**src/rtl/aas_pkg.sv**
```systemverilog
// aas_pkg: shared types and constants for the amplitude artifact segmenter
// no dependencies; used by aas_cfg_regs, aas_seg_core and the top level
package aas_pkg;

    localparam int CFG_ADDR_W  = 4;
    localparam int CFG_DATA_W  = 32;
    localparam int LEVEL_W     = 24;
    localparam int CHAN_CNT_W  = 10;
    localparam int RUN_LEN_W   = 24;
    localparam int SEG_FIELD_W = 32;

    // register index, taken from paddr[3:2]
    localparam logic [1:0] REG_PEAK_LEVEL       = 2'd0;
    localparam logic [1:0] REG_FLAT_LEVEL       = 2'd1;
    localparam logic [1:0] REG_MIN_BAD_CHANNELS = 2'd2;
    localparam logic [1:0] REG_MIN_RUN_LENGTH   = 2'd3;

    localparam logic [LEVEL_W-1:0]    PEAK_LEVEL_RST       = 24'd8388608;
    localparam logic [LEVEL_W-1:0]    FLAT_LEVEL_RST       = 24'd0;
    localparam logic [CHAN_CNT_W-1:0] MIN_BAD_CHANNELS_RST = 10'd1;
    localparam logic [RUN_LEN_W-1:0]  MIN_RUN_LENGTH_RST   = 24'd0;

    // bad channel counter saturates here
    localparam logic [CHAN_CNT_W-1:0] CHAN_CNT_MAX = 10'd1023;

    typedef struct packed {
        logic [LEVEL_W-1:0]    peak_level;
        logic [LEVEL_W-1:0]    flat_level;
        logic [CHAN_CNT_W-1:0] min_bad_channels;
        logic [RUN_LEN_W-1:0]  min_run_length;
    } cfg_t;

    typedef struct packed {
        logic                   emit;
        logic [SEG_FIELD_W-1:0] segment_start;
        logic [SEG_FIELD_W-1:0] segment_length;
    } seg_result_t;

endpackage

```
**src/rtl/aas_cfg_regs.sv**
```systemverilog
// aas_cfg_regs: apb-style configuration register file
// depends on aas_pkg for the register layout and reset values
module aas_cfg_regs
(
    input  logic                            clk,
    input  logic                            rst_n,
    input  logic                            psel,
    input  logic                            penable,
    input  logic                            pwrite,
    input  logic [aas_pkg::CFG_ADDR_W-1:0]  paddr,
    input  logic [aas_pkg::CFG_DATA_W-1:0]  pwdata,
    output logic [aas_pkg::CFG_DATA_W-1:0]  prdata,
    output aas_pkg::cfg_t                   cfg
);

    aas_pkg::cfg_t cfg_reg;
    logic [1:0]    reg_idx;
    logic          wr_en;

    assign reg_idx = paddr[3:2];
    assign wr_en   = psel && penable && pwrite;
    assign cfg     = cfg_reg;

    always_ff @(posedge clk or negedge rst_n)
    begin
        if (!rst_n)
        begin
            cfg_reg.peak_level       <= aas_pkg::PEAK_LEVEL_RST;
            cfg_reg.flat_level       <= aas_pkg::FLAT_LEVEL_RST;
            cfg_reg.min_bad_channels <= aas_pkg::MIN_BAD_CHANNELS_RST;
            cfg_reg.min_run_length   <= aas_pkg::MIN_RUN_LENGTH_RST;
        end
        else if (wr_en)
        begin
            unique case (reg_idx)
                aas_pkg::REG_PEAK_LEVEL:
                    cfg_reg.peak_level <= pwdata[aas_pkg::LEVEL_W-1:0];
                aas_pkg::REG_FLAT_LEVEL:
                    cfg_reg.flat_level <= pwdata[aas_pkg::LEVEL_W-1:0];
                aas_pkg::REG_MIN_BAD_CHANNELS:
                    cfg_reg.min_bad_channels <= pwdata[aas_pkg::CHAN_CNT_W-1:0];
                aas_pkg::REG_MIN_RUN_LENGTH:
                    cfg_reg.min_run_length <= pwdata[aas_pkg::RUN_LEN_W-1:0];
                default: ;
            endcase
        end
    end

    always_comb
    begin
        prdata = '0;
        unique case (reg_idx)
            aas_pkg::REG_PEAK_LEVEL:
                prdata = aas_pkg::CFG_DATA_W'(cfg_reg.peak_level);
            aas_pkg::REG_FLAT_LEVEL:
                prdata = aas_pkg::CFG_DATA_W'(cfg_reg.flat_level);
            aas_pkg::REG_MIN_BAD_CHANNELS:
                prdata = aas_pkg::CFG_DATA_W'(cfg_reg.min_bad_channels);
            aas_pkg::REG_MIN_RUN_LENGTH:
                prdata = aas_pkg::CFG_DATA_W'(cfg_reg.min_run_length);
            default: prdata = '0;
        endcase
    end

endmodule

```
**src/rtl/aas_seg_core.sv**
```systemverilog
// aas_seg_core: per-sample classification, time point decision and segment tracking
// depends on aas_pkg for cfg_t, seg_result_t and the counter limit
module aas_seg_core
#(
    parameter int SAMPLE_BITS = 24,
    parameter int TIME_BITS   = 32
)
(
    input  logic                   clk,
    input  logic                   rst_n,
    input  aas_pkg::cfg_t          cfg,
    input  logic                   advance,
    input  logic [SAMPLE_BITS-1:0] sample_value,
    input  logic                   last_channel,
    input  logic                   end_of_record,
    output aas_pkg::seg_result_t   result
);

    localparam int MAG_W = (SAMPLE_BITS > aas_pkg::LEVEL_W) ? SAMPLE_BITS : aas_pkg::LEVEL_W;
    localparam int CMP_W = (TIME_BITS > aas_pkg::RUN_LEN_W) ? TIME_BITS : aas_pkg::RUN_LEN_W;
    localparam logic [TIME_BITS-1:0] TIME_MAX = {TIME_BITS{1'b1}};

    logic [aas_pkg::CHAN_CNT_W-1:0] bad_cnt_reg, bad_cnt_next;
    logic [TIME_BITS-1:0]           time_index_reg, time_index_next;
    logic                           in_segment_reg, in_segment_next;
    logic [TIME_BITS-1:0]           seg_begin_reg, seg_begin_next;

    logic [SAMPLE_BITS-1:0]         mag;
    logic [MAG_W-1:0]               mag_ext;
    logic                           sample_bad;
    logic [aas_pkg::CHAN_CNT_W-1:0] cnt_upd;
    logic                           tp_bad;
    logic [TIME_BITS-1:0]           time_inc;
    logic [TIME_BITS-1:0]           begin_upd;
    logic [TIME_BITS-1:0]           len_end;
    logic                           close_run;
    logic                           close_eor;
    logic [TIME_BITS-1:0]           run_len;
    logic                           long_enough;

    // two's complement negate gives 2^(n-1) for the most negative code, as wanted
    assign mag        = sample_value[SAMPLE_BITS-1] ? (~sample_value + 1'b1) : sample_value;
    assign mag_ext    = MAG_W'(mag);
    assign sample_bad = (mag_ext > MAG_W'(cfg.peak_level)) || (mag_ext < MAG_W'(cfg.flat_level));
    assign cnt_upd    = (sample_bad && (bad_cnt_reg != aas_pkg::CHAN_CNT_MAX))
                      ? bad_cnt_reg + 1'b1 : bad_cnt_reg;
    assign tp_bad     = cnt_upd >= cfg.min_bad_channels;
    assign time_inc   = (time_index_reg == TIME_MAX) ? time_index_reg : time_index_reg + 1'b1;
    assign begin_upd  = (tp_bad && !in_segment_reg) ? time_index_reg : seg_begin_reg;

    // a run ends on a good time point, or is cut at the end of the record
    assign close_run   = last_channel && !tp_bad && in_segment_reg;
    assign close_eor   = last_channel && end_of_record && tp_bad;
    assign len_end     = close_eor ? time_inc : time_index_reg;
    assign run_len     = len_end - begin_upd;
    assign long_enough = CMP_W'(run_len) >= CMP_W'(cfg.min_run_length);

    assign result.emit           = (close_run || close_eor) && long_enough;
    assign result.segment_start  = aas_pkg::SEG_FIELD_W'(begin_upd);
    assign result.segment_length = aas_pkg::SEG_FIELD_W'(run_len);

    always_comb
    begin
        bad_cnt_next    = cnt_upd;
        time_index_next = time_index_reg;
        in_segment_next = in_segment_reg;
        seg_begin_next  = seg_begin_reg;
        if (last_channel)
        begin
            bad_cnt_next = '0;
            if (end_of_record)
            begin
                time_index_next = '0;
                in_segment_next = 1'b0;
                seg_begin_next  = '0;
            end
            else
            begin
                time_index_next = time_inc;
                in_segment_next = tp_bad;
                seg_begin_next  = begin_upd;
            end
        end
    end

    always_ff @(posedge clk or negedge rst_n)
    begin
        if (!rst_n)
        begin
            bad_cnt_reg    <= '0;
            time_index_reg <= '0;
            in_segment_reg <= 1'b0;
            seg_begin_reg  <= '0;
        end
        else if (advance)
        begin
            bad_cnt_reg    <= bad_cnt_next;
            time_index_reg <= time_index_next;
            in_segment_reg <= in_segment_next;
            seg_begin_reg  <= seg_begin_next;
        end
    end

    // record end clears the whole tracking state
    a_eor_clears: assert property (@(posedge clk) disable iff (!rst_n)
        (advance && last_channel && end_of_record) |=>
            (time_index_reg == '0) && !in_segment_reg && (bad_cnt_reg == '0))
        else $error("tracking state not cleared after record end");

    // time index moves only on the last channel of a time point
    a_time_hold: assert property (@(posedge clk) disable iff (!rst_n)
        (advance && !last_channel) |=> $stable(time_index_reg))
        else $error("time index moved inside a time point");

    // an open run never begins after the current time index
    a_begin_order: assert property (@(posedge clk) disable iff (!rst_n)
        in_segment_reg |-> (seg_begin_reg <= time_index_reg))
        else $error("open run begins after current time index");

endmodule

```
**src/rtl/amplitude_artifact_segmenter.sv**
```systemverilog
// amplitude_artifact_segmenter: top level with input register, result register and apb port
// depends on aas_pkg, aas_cfg_regs and aas_seg_core
//
// Peak/flat amplitude artifact segmenter. Channel samples stream in on s_axis one per
// request, in time-point order; s_axis_tlast marks the last channel of a time point and
// s_axis_tuser, together with tlast, marks the final time point of a record. A sample is
// bad when its magnitude is above peak_level or below flat_level; a time point is bad when
// its bad channel count reaches min_bad_channels. Each run of bad time points that is at
// least min_run_length long comes out on m_axis as one request (start index, length); a run
// still open at the record end is closed there and all counters return to zero. The block
// takes one sample per clock unless stalled: a sample is latched into an input register,
// then classified and folded into the segment state when it advances, and a finished
// segment is held in an output register, from which it is offered on m_axis. Input is
// stalled only while a sample is waiting and the output register holds a segment not yet
// taken.
// Configuration registers (byte addresses): 0x0 peak_level, 0x4 flat_level,
// 0x8 min_bad_channels, 0xC min_run_length; write them only while the stream is idle.
module amplitude_artifact_segmenter
#(
    parameter int SAMPLE_BITS = 24,
    parameter int TIME_BITS   = 32
)
(
    input  logic                                clk,
    input  logic                                rst_n,

    // sample stream
    input  logic                                s_axis_tvalid,
    output logic                                s_axis_tready,
    input  logic [((SAMPLE_BITS+7)/8)*8-1:0]    s_axis_tdata,   // sample_value, zero pad
    input  logic                                s_axis_tlast,   // last_channel
    input  logic                                s_axis_tuser,   // end_of_record

    // segment stream
    output logic                                m_axis_tvalid,
    input  logic                                m_axis_tready,
    output logic [2*aas_pkg::SEG_FIELD_W-1:0]   m_axis_tdata,   // length high, start low

    // configuration port
    input  logic                                psel,
    input  logic                                penable,
    input  logic                                pwrite,
    input  logic [aas_pkg::CFG_ADDR_W-1:0]      paddr,
    input  logic [aas_pkg::CFG_DATA_W-1:0]      pwdata,
    output logic [aas_pkg::CFG_DATA_W-1:0]      prdata,
    output logic                                pready
);

    aas_pkg::cfg_t         cfg;
    aas_pkg::seg_result_t  result;

    // input register
    logic                   in_valid_reg;
    logic [SAMPLE_BITS-1:0] in_sample_reg;
    logic                   in_last_reg;
    logic                   in_eor_reg;

    // result register
    logic                   out_valid_reg;
    logic [2*aas_pkg::SEG_FIELD_W-1:0] out_data_reg;

    logic advance;
    logic in_take;

    // the held sample moves on once the result register can take whatever it produces
    assign advance       = in_valid_reg && (!out_valid_reg || m_axis_tready);
    assign s_axis_tready = !in_valid_reg || advance;
    assign in_take       = s_axis_tvalid && s_axis_tready;

    assign m_axis_tvalid = out_valid_reg;
    assign m_axis_tdata  = out_data_reg;
    assign pready        = 1'b1;

    aas_cfg_regs u_cfg_regs
    (
        .clk     (clk),
        .rst_n   (rst_n),
        .psel    (psel),
        .penable (penable),
        .pwrite  (pwrite),
        .paddr   (paddr),
        .pwdata  (pwdata),
        .prdata  (prdata),
        .cfg     (cfg)
    );

    aas_seg_core #(
        .SAMPLE_BITS (SAMPLE_BITS),
        .TIME_BITS   (TIME_BITS)
    ) u_seg_core (
        .clk           (clk),
        .rst_n         (rst_n),
        .cfg           (cfg),
        .advance       (advance),
        .sample_value  (in_sample_reg),
        .last_channel  (in_last_reg),
        .end_of_record (in_eor_reg),
        .result        (result)
    );

    // input valid flag
    always_ff @(posedge clk or negedge rst_n)
    begin
        if (!rst_n)
        begin
            in_valid_reg <= 1'b0;
        end
        else if (in_take)
        begin
            in_valid_reg <= 1'b1;
        end
        else if (advance)
        begin
            in_valid_reg <= 1'b0;
        end
    end

    // input payload, no reset needed
    always_ff @(posedge clk)
    begin
        if (in_take)
        begin
            in_sample_reg <= s_axis_tdata[SAMPLE_BITS-1:0];
            in_last_reg   <= s_axis_tlast;
            in_eor_reg    <= s_axis_tuser;
        end
    end

    // result valid flag: loaded on every advance, dropped once taken
    always_ff @(posedge clk or negedge rst_n)
    begin
        if (!rst_n)
        begin
            out_valid_reg <= 1'b0;
        end
        else if (advance)
        begin
            out_valid_reg <= result.emit;
        end
        else if (m_axis_tready)
        begin
            out_valid_reg <= 1'b0;
        end
    end

    always_ff @(posedge clk)
    begin
        if (advance && result.emit)
        begin
            out_data_reg <= {result.segment_length, result.segment_start};
        end
    end

    // input stalls only behind a held sample and an untaken segment
    a_stall_cause: assert property (@(posedge clk) disable iff (!rst_n)
        !s_axis_tready |-> (in_valid_reg && out_valid_reg && !m_axis_tready))
        else $error("input stalled without a blocked result");

    // a fresh segment only follows a sample that closed a time point
    a_emit_on_last: assert property (@(posedge clk) disable iff (!rst_n)
        (advance && result.emit) |-> in_last_reg)
        else $error("segment emitted inside a time point");

endmodule

```
**config.mk**
```make
export PLATFORM = sky130hd
export DESIGN_NAME = amplitude_artifact_segmenter
export DESIGN_NICKNAME = d
export VERILOG_FILES = /design/src/rtl/aas_pkg.sv /design/src/rtl/aas_cfg_regs.sv /design/src/rtl/aas_seg_core.sv /design/src/rtl/amplitude_artifact_segmenter.sv
export SDC_FILE = /design/constraint.sdc
export NUM_CORES = 1
export LEC_CHECK = 0
export ABC_CLOCK_PERIOD_IN_PS = 19130
export BUFFER_PORTS_ARGS = -buffer_cell sky130_fd_sc_hd__buf_2
export CORE_MARGIN = 10
export CORE_UTILIZATION = 60
export CTS_CLUSTER_DIAMETER = 40
export DETAILED_ROUTE_END_ITERATION = 10
export HOLD_SLACK_MARGIN = 0.02
export MAX_ROUTING_LAYER = met4
export PLACE_DENSITY = 0.81
export SKIP_LAST_GASP = 1
export SYNTH_ARGS = -nofsm -noshare
export SYNTH_HDL_FRONTEND = slang
export SYNTH_HIERARCHICAL = 1
export SYNTH_SLANG_ARGS = --single-unit
```
**constraint.sdc**
```tcl
create_clock -name clk -period 19.13 [get_ports clk]
set_clock_uncertainty 0.2 [all_clocks]
set_input_delay 2.8695 -clock clk [delete_from_list [all_inputs] [get_ports clk]]
set_output_delay 2.8695 -clock clk [all_outputs]
set_load 0.005 [all_outputs]
```
==> results of run 1 <==
cells by family (layout without fill, tap and decap cells):
| kind of cell | count (synthesis) | in the layout | synth area share (%) |
|---|---|---|---|
| multiplexers | 141 | 141 | 10.9 |
| AO/OA/AOI/OAI | 366 | 366 | 14.7 |
| other | 2 | 11 | 0.0472 |
| buffers and inverters | 214 | 367 | 5.85 |
| adder cells (fa/ha/maj) | 114 | 114 | 9.01 |
| XOR/XNOR | 89 | 89 | 4.90 |
| flip-flops | 249 | 249 | 42.0 |
| AND/OR/NAND/NOR | 387 | 387 | 12.6 |
tightest hold or removal path, stage by stage, from the launching register on:
cell     delay [ps]
dfrtp_1         340
nand2_1          50
o21ai_0          60
layer usage:
layer	global-route usage [%]	routed length, µm
met5	-	0
met4	8.39	1290
met3	4.76	3030
met2	41.0	20200
met1	31.9	17600
synthesized netlist by cell type, types with 4 or more instances:
cell	n	share of area, %
dfrtp_1	157	25
nand2_1	143	3.4
inv_1	138	3.3
o21ai_0	125	3.9
ha_1	113	8.9
edfxtp_1	90	17
xnor2_1	67	3.7
mux2_2	66	4.7
nor2_1	64	1.5
a21oi_1	61	1.9
mux2i_1	44	2.8
clkbuf_1	40	0.94
a21o_1	39	1.8
o31ai_1	30	1.4
nand4_1	29	1.1
nand3_1	27	0.85
xor2_1	22	1.2
mux2_4	20	1.9
nor3_1	17	0.53
a31oi_1	16	0.63
nor2b_1	16	0.63
buf_2	15	0.47
nand2b_1	13	0.51
or3_1	12	0.47
buf_4	11	0.52
nor4_1	11	0.43
and3_1	10	0.39
o21ai_1	10	0.31
o41ai_1	9	0.50
o21a_1	8	0.38
or4_1	8	0.38
mux4_2	7	0.99
and2_1	6	0.24
buf_6	6	0.42
a211o_1	5	0.28
a22o_1	5	0.28
o21bai_1	5	0.24
o22ai_1	5	0.20
a211oi_1	4	0.19
a21oi_2	4	0.22
a32o_1	4	0.25
and4_1	4	0.22
o211ai_1	4	0.19
or2_2	4	0.16
layout by cell type, fill, tap and decap left out, drive strengths merged, types with 9 or more instances in the layout:
cell    instances
nand2         145
xor2           22
and3           10
ha            113
nor2b          17
conb            9
nand3          27
clkinv         10
mux4           10
buf           158
nor2           66
mux2           87
inv           145
a31oi          16
nand4          33
or3            12
o21ai         135
o41ai           9
edfxtp         90
mux2i          44
dfrtp         157
nand2b         14
clkbuf         48
xnor2          67
o31ai          30
nor4           15
a21oi          66
nor3           19
a21o           40
final timing paths:
| kind | slack [ps] | cells after the start | endpoint |
|---|---|---|---|
| max in group asynchronous | 15050 | 2 | u_cfg_regs/cfg[20] |
| hold reg to reg | 290 | 2 | u_seg_core/seg_begin_reg[9] |
| setup reg to reg | 4800 | 51 | m_axis_tdata[44] |
| hold / removal | 290 | 2 | u_seg_core/seg_begin_reg[9] |
| setup / recovery | 4800 | 51 | m_axis_tdata[44] |
| min in group asynchronous | 2280 | 1 | u_seg_core/seg_begin_reg[5] |
area by class of cell:
cell class / instances / area (µm²)
inverter: 140 / 526
clock inverter: 21 / 255
tap: 335 / 419
clock buffer: 48 / 1080
fill: 1968 / 7910
timing repair buffer: 158 / 822
sequential: 249 / 6680
multi-input combinational: 1106 / 8350
antenna: 2 / 5.00
power breakdown:
| group | internal (mW) | leakage, nW | total [mW] | switching (mW) |
|---|---|---|---|---|
| sequential | 0.664 | 2.92 | 0.721 | 0.0577 |
| clock | 0.460 | 0.657 | 0.726 | 0.266 |
| combinational | 0.395 | 5.22 | 0.925 | 0.529 |
==> out/metrics.cfg, run 1 <==
[run_status]
status = completed

[global_route]
grt_overflow = 0
grt_pass1_wl_mm = 67.7
grt_use_total_pct = 25.4
grt_max_degree = 100
grt_antenna_before_repair = 2
grt_pass1_vias = 12800

[die]
die_w_um = 183
placementRows = 59
num_io_pins = 168
die_h_um = 183
core_mm2 = 0.0261
start_util_pct = 61.1
die_area_mm2 = 0.0334

[timing]
slew_viol_final = 0
totalNegativeSetupSlack_ps = 0
fmax_mhz = 69.8
fin_crit_sh_pct = 74.9
fin_crit_ps = 14330
holdWs_ps = 286
rsz0062_at_grt = no
setup_slack_ps = 4800
setup_violations = 0
tightestPinTransition_ps = 1230
max_slew_margin_pct = 17.4
final_hold_viol_count = 0

[place]
placed_area_mm2 = 0.0168
io_buffers = 148
dp_hpwl_mm = 30.0
dp_slack_ps = 5070
placed_cells_incl_taps = 1988
place.gp.congestion = 0.961

[clock_network]
cts_num_sinks = 249
clk_pin_slew_ps = 50
cts_buffer_depth = 3
htree_levels = 2
root_buffer = clkbuf_16
cts_tree = yes
hold_buffers = 0
clock_latency_ps = 530
post_cts_buffers = 0
numCtsBuffers = 38
cts_resized = 0

[worst_hold_path]
hold_start = u_seg_core/seg_begin_reg[9]
hp-class = flop to flop

[logic_synthesis]
yosys_register_bits = 249
synth_cells = 1562
syn-cell-area_mm2 = 0.0159
ys_types = 92
ys_seq_area_share_pct = 42.0
synth_ff_type = dfrtp_1
async_flop_share_pct = 63.9
synth_enable_flop_cells = 90
ys_warn_count = 6
syn_avg_cell_area_um2 = 10.2

[setup_path]
setup.worst_path.class = flop to flop
worstSetupStartpoint = in_sample_reg[7]
path_delay_family = compound AO/OA/AOI/OAI gates
cp.required_ps = 19070
cp_num_buf_inv = 2
arrival_ps = 14270
crit_fanout = 54
crit_path_end_kind = flop
cp_common_cell = a21o_1
cp_slowest_stage_delay_ps = 780
cp_slowest_cell = a21oi_2
reg2reg_from = in_sample_reg[7]
crit_path_start_kind = flop

[detailed_routing]
drtPass1Iterations = 7
wire_per_inst_um = 20.5
detail-route-antenna-nets = 0
dr.first_iter.drc_count = 1004
vias = 12700
via_per_inst = 6.16
wirelength_mm = 42.1
drcViolationCount = 0

[layout]
drive_above_1_share_pct = 20.8
fin_util_pct = 69.6
largest_reg_flops = 82
fin_nets = 1876
final_area_mm2 = 0.0181
syn_to_final_growth_pct = 14.0
finalNonFillerCells = 2059

[power_and_ir_drop]
power.total_mw = 2.37
ir_drop_v = 0.000104
power_density_mw_per_mm2 = 131
p_leak_nw = 8.80

[flow_run]
maxCapViolations = 0

Power figures use the tool's default switching activity.
==> run 2, diff against run 1 <==
Settings changed: ABC_AREA from default to 1, ABC_CLOCK_PERIOD_IN_PS 19130 to 12500, CORE_UTILIZATION 60 to 54, PLACE_DENSITY 0.81 to 0.77.
Clock period 19.13 ns to 12.5 ns, I/O delays scaled along.
==> run 2 against run 1 <==
Net effect: combinational power increased to 2.5 times the previous value; maximum frequency grew 32%; routed wire length is 1.2% lower; total power rose by 97%; non-clock buffer count is 1 lower; die area grew 8.1%; global-route usage is 2.2 points lower; highest routed layer unchanged; clock power rose by 57%; critical path type unchanged; final cell count rose by 23%.
==> out/metrics.cfg, run 2 <==
[global_route]
grt_pass1_wl_mm = 67.3  ; -0.63%
grt_use_total_pct = 23.2  ; -2.2 points
grt_pass1_vias = 13500  ; +5.8%
grt_max_degree = 94  ; -6.0%
grt_antenna_before_repair = 1  ; -1
grt_overflow = 0  ; unchanged

[detailed_routing]
drcViolationCount = 0  ; unchanged
wirelength_mm = 41.7  ; -1.2%
vias = 13800  ; +9.1%
wl_met2_mm = 20.0  ; -0.86%
dr_wl_met3_mm = 2.66  ; -12%
via_per_inst = 5.46  ; -11%
wl_met1_mm = 17.8  ; +1.3%
dr.first_iter.drc_count = 1125  ; +12%
wire_per_inst_um = 16.4  ; -20%
detail-route-antenna-nets = 0  ; unchanged
drtPass1Iterations = 5  ; -2
highest_layer = met4

[setup_path]
cp.required_ps = 12510  ; -6560 ps
setup.worst_path.class = flop to flop
cp_common_cell = nand2_1
arrival_ps = 10900  ; -3370 ps
crit_fanout = 58  ; +7.4%
cp_slowest_cell = buf_4
crit_path_start_kind = flop
crit_path_end_kind = flop
cp_slowest_stage_delay_ps = 500  ; -280 ps

[clock_network]
cts_tree = yes
hold_buffers = 0  ; unchanged
cts_resized = 0  ; unchanged
post_cts_buffers = 0  ; unchanged
clock_latency_ps = 530  ; about the same
cts_num_sinks = 249  ; unchanged
root_buffer = clkbuf_16
clk_pin_slew_ps = 50  ; about the same
numCtsBuffers = 40  ; +5.3%
cts_buffer_depth = 3  ; unchanged
htree_levels = 2  ; unchanged

[timing]
rsz0062_at_grt = no
fmax_mhz = 91.8  ; +32%
final_hold_viol_count = 0  ; unchanged
tightestPinTransition_ps = 1290  ; +53.5 ps
max_slew_margin_pct = 14.1  ; -3.4 points
slew_viol_final = 0  ; unchanged
totalNegativeSetupSlack_ps = 0  ; unchanged
setup_slack_ps = 1610  ; -3190 ps
holdWs_ps = 273  ; -12.2 ps
setup_violations = 0  ; unchanged
fin_crit_sh_pct = 87.1  ; +12 points
fin_crit_ps = 10890  ; -3440 ps

[power_and_ir_drop]
ir_drop_v = 0.000126  ; +21%
power_density_mw_per_mm2 = 259  ; +98%
p_leak_nw = 9.06  ; +3.0%

[logic_synthesis]
synth_top_area_cell = dfrtp_1
synth_cells = 1971  ; +26%
synth_enable_flop_cells = 90  ; unchanged
ys_warn_count = 6  ; unchanged
synth_ff_type = dfrtp_1
yosys-top-cells-area = dfrtp_1 (25%), edfxtp_1 (17%), nand2_1 (15%)
yosysMostFrequentCell = nand2_1
yosys_register_bits = 249  ; unchanged
async_flop_share_pct = 63.9  ; unchanged
synth_common_cells = nand2_1 (624), inv_1 (256), dfrtp_1 (157)
ys_seq_area_share_pct = 42.8  ; +0.76 points
syn_avg_cell_area_um2 = 7.93  ; -22%
synth_top_area_share_pct = 25.1  ; +0.45 points
syn-cell-area_mm2 = 0.0156  ; -1.8%
ys_types = 57  ; -38%

[die]
placementRows = 62  ; +5.1%
num_io_pins = 168  ; unchanged
die_h_um = 190  ; +4.0%
die_area_mm2 = 0.0361  ; +8.1%
core_mm2 = 0.0286  ; +9.8%
die_w_um = 190  ; +4.0%
start_util_pct = 54.6  ; -6.5 points

[layout]
syn_to_final_growth_pct = 15.7
final_common_cell = nand2_1
largest_reg_flops = 82  ; unchanged
fin_nets = 2299  ; +23%
fill_cells = 2461  ; +25%
drive_above_1_share_pct = 13.4  ; -7.4 points
layout_common_cells = nand2_1 (624), inv_1 (256), dfrtp_1 (157), buf_2 (147), o21ai_0 (123)

[place]
io_buffers = 148  ; unchanged
dp_slack_ps = 1800  ; -3270 ps
place.gp.congestion = 0.948  ; -1.4%
dp_hpwl_mm = 31.1  ; +3.6%

[flow_run]
maxCapViolations = 0  ; unchanged

[run_status]
status = completed

[worst_hold_path]
hp-class = flop to flop

[run 2: cell types whose count changed after synthesis, moves of 45 or more]
cell,change
xor2_1,+45
inv_1,+118
nand2_1,+481
mux2_2,-66
xnor2_1,-52
nand3_1,+69
[run 2: final cells by class]
type	count	area (µm²)	area share, %
inverter	267	1000	5.54
clock buffer	49	1090	6.01
tap	384	480	2.66
clock inverter	25	322	1.78
timing repair buffer	157	815	4.50
sequential	249	6680	37.0
multi-input combinational	1401	7690	42.5
antenna	2	5.00	0.0277
[run 2: logic make-up (layout without fill, tap and decap cells)]
group,count (synthesis),count (layout),synth area share (%)
adder cells (fa/ha/maj),114,114,9.17
other,2,11,0.0481
buffers and inverters,328,498,8.23
AO/OA/AOI/OAI,278,278,9.90
XOR/XNOR,82,82,4.60
flip-flops,249,249,42.8
AND/OR/NAND/NOR,918,918,25.3
[run 2: metrics by stage]
step	cells	area, µm²	util, %	total power [mW]
6_report	2534	18100	63.2	4.68
5_1_grt	2533	18100	63.2	5.06
4_1_cts	2532	18100	63.2	4.67
3_5_place_dp	2458	16700	58.2	3.50
3_3_place_gp	2458	16700	58.2	3.44
2_1_floorplan	1978	15700	-	2.82
[run 2: final timing paths]
check / start / slack, ps / cells past startpoint / endpoint
min in group asynchronous: rst_n / 1250 / 1 / u_cfg_regs/cfg[60]
max reg2reg: in_sample_reg[0] / 1610 / 53 / m_axis_tdata[47]
max: in_sample_reg[0] / 1610 / 53 / m_axis_tdata[47]
min reg2reg: u_cfg_regs/cfg[81] / 270 / 2 / u_cfg_regs/cfg[81]
max in group asynchronous: rst_n / 9440 / 2 / u_seg_core/time_index_reg[31]
min: u_cfg_regs/cfg[81] / 270 / 2 / u_cfg_regs/cfg[81]
[run 2: worst max-delay path: cells and delay by family (launching register included)]
kind / cells / cell delay, ps
simple gates: 32 / 5260
compound gates: 9 / 1800
fa+ha+maj: 4 / 1240
buf+inv: 6 / 1040
xor+xnor: 2 / 570
flops: 1 / 380
[run 2: metal layers]
metal	track usage (%)	up-vias
li1	-	6719
met1	28.6	6537
met2	38.1	492
met3	4.01	87
met4	7.84	0
met5	-	-
[run 2: power breakdown]
group	switching [mW]	internal [mW]
combinational	1.59	0.751
sequential	0.0902	1.11
clock	0.408	0.735
==> run 3, diff against run 2 <==
Settings changed: CORE_UTILIZATION 54 to 28, PLACE_DENSITY 0.77 to default, RECOVER_POWER from default to 100.
==> run 3 against run 2 <==
Net effect: the run now ends with capacitance limit, slew limit left; clock power is 24% higher; maximum frequency is 5.8% lower; via count is 1.9% lower; hold slack better by 5.4 ps; routed wire length is 13% higher; critical path type unchanged; largest power group unchanged.
==> out/metrics.cfg, run 3 (synthesis results as in run 2) <==
[clock_network]
root_buffer = clkbuf_16
cts_resized = 0  ; unchanged
clock_latency_ps = 570  ; +40 ps
htree_levels = 2  ; unchanged
clk_pin_slew_ps = 50  ; about the same
numCtsBuffers = 50  ; +25%
cts_tree = yes
cts_num_sinks = 249  ; unchanged
post_cts_buffers = 0  ; unchanged
hold_buffers = 0  ; unchanged
cts_buffer_depth = 3  ; unchanged

[die]
num_io_pins = 168  ; unchanged
die_area_mm2 = 0.0657  ; +82%
start_util_pct = 28.3  ; -26 points
die_h_um = 256  ; +35%
placementRows = 86  ; +39%
core_mm2 = 0.0552  ; +93%
die_w_um = 256  ; +35%

[timing]
fin_crit_ps = 11550  ; +665 ps
fin_crit_sh_pct = 92.4  ; +5.3 points
tightestPinTransition_ps = 4480  ; +3190 ps
fmax_mhz = 86.5  ; -5.8%
max_slew_margin_pct = -199  ; -210 points
setup_slack_ps = 945  ; -665 ps
final_hold_viol_count = 0  ; unchanged
setup_violations = 0  ; unchanged
holdWs_ps = 279  ; +5.39 ps
rsz0062_at_grt = no
slew_viol_final = 281  ; +281
totalNegativeSetupSlack_ps = 0  ; unchanged

[global_route]
grt_overflow = 0  ; unchanged
grt_pass1_vias = 13400  ; -0.92%
grt_max_degree = 81  ; -14%
grt_use_total_pct = 14.4  ; -8.9 points
grt_pass1_wl_mm = 74.1  ; +10%
grt_antenna_before_repair = 4  ; +3

[worst_hold_path]
hp-class = flop to flop
hold_start = u_cfg_regs/cfg[81]

[power_and_ir_drop]
power_density_mw_per_mm2 = 263  ; +1.5%
power.total_mw = 4.92  ; +5.2%
ir_drop_v = 0.0000995  ; -21%
p_leak_nw = 8.96  ; -1.1%

[setup_path]
cp.required_ps = 12550  ; +40 ps
worstSetupStartpoint = in_sample_reg[0]
crit_fanout = 56  ; -3.4%
cp_slowest_stage_delay_ps = 470  ; -30 ps
cp_slowest_cell = nor4_1
arrival_ps = 11610  ; +710 ps
reg2reg_from = in_sample_reg[0]
setup.worst_path.class = flop to flop
crit_path_start_kind = flop
cp_common_cell = nand2_1
crit_path_end_kind = flop

[detailed_routing]
wirelength_mm = 47.2  ; +13%
detail-route-antenna-nets = 0  ; unchanged
dr.first_iter.drc_count = 932  ; -17%
vias = 13600  ; -1.9%
drtPass1Iterations = 7  ; +2
wire_per_inst_um = 16.2  ; -1.6%
via_per_inst = 4.66  ; -15%
drcViolationCount = 0  ; unchanged

[place]
dp_hpwl_mm = 35.8  ; +15%
place.gp.congestion = 0.917  ; -3.2%
dp_slack_ps = 1320  ; -481 ps
io_buffers = 148  ; unchanged

[layout]
largest_reg_flops = 82  ; unchanged
drive_above_1_share_pct = 9.15  ; -4.3 points
fill_cells = 5816  ; +140%
multi_input_area_mm2 = 0.00766  ; -0.46%
fin_util_pct = 34.0  ; -29 points
regArea_mm2 = 0.00668  ; unchanged
fin_nets = 2307  ; +0.35%
syn_to_final_growth_pct = 19.9
layout_common_cells = nand2_1 (631), inv_1 (260), dfrtp_1 (157), o21ai_0 (124), ha_1 (113)
final_common_cell = nand2_1

[run_status]
status = complete, but fails checks
violations = capacitance limit, slew limit

[flow_run]
maxCapViolations = 5  ; +5

==> run 3: area by class of cell <==
| class | instances | area share [%] |
|---|---|---|
| multi-input cells | 1401 | 40.9 |
| flip-flops and latches | 249 | 35.7 |
| clock buffers | 60 | 7.31 |
| inverters | 267 | 5.35 |
| well taps | 748 | 4.99 |
| repair buffers | 155 | 3.56 |
| clock inverters | 32 | 2.23 |
| diodes | 4 | 0.0534 |
==> run 3: critical path: cells and delay by family, from the launching register on <==
kind                     cells  cell delay (ps)
AO/OA/AOI/OAI                6             1150
XOR/XNOR                     2              550
adder cells (fa/ha/maj)      5             1510
buffers and inverters        6             1000
flip-flops                   1              390
AND/OR/NAND/NOR             41             6350
==> run 3: final timing paths <==
kind                                      end  slack (ps)  depth (start not counted)
max                          m_axis_tdata[55]         950                         60
min                        u_cfg_regs/cfg[81]         280                          2
max reg2reg                  m_axis_tdata[55]         950                         60
min reg2reg                u_cfg_regs/cfg[81]         280                          2
max in group asynchronous  u_cfg_regs/cfg[55]        3600                          2
min in group asynchronous       m_axis_tvalid        2710                          1
==> run 3: through the flow <==
step	instance area, µm²	std cells
finish	18700	2916
CTS	18900	2912
floorplan	15700	1978
global placement	17100	2820
global route	18700	2916
detailed placement	17100	2820
==> run 3: layer usage <==
metal	track usage (%)	wire, µm	up-vias
met5	-	0	-
met4	4.41	1120	0
met3	2.81	2770	64
met2	22.9	22000	409
met1	18.2	21300	6358
li1	-	-	6747
==> run 3: where the power goes <==
part	internal, mW	switching, mW
clock	0.948	0.461
combinational	0.722	1.58
sequential	1.11	0.101
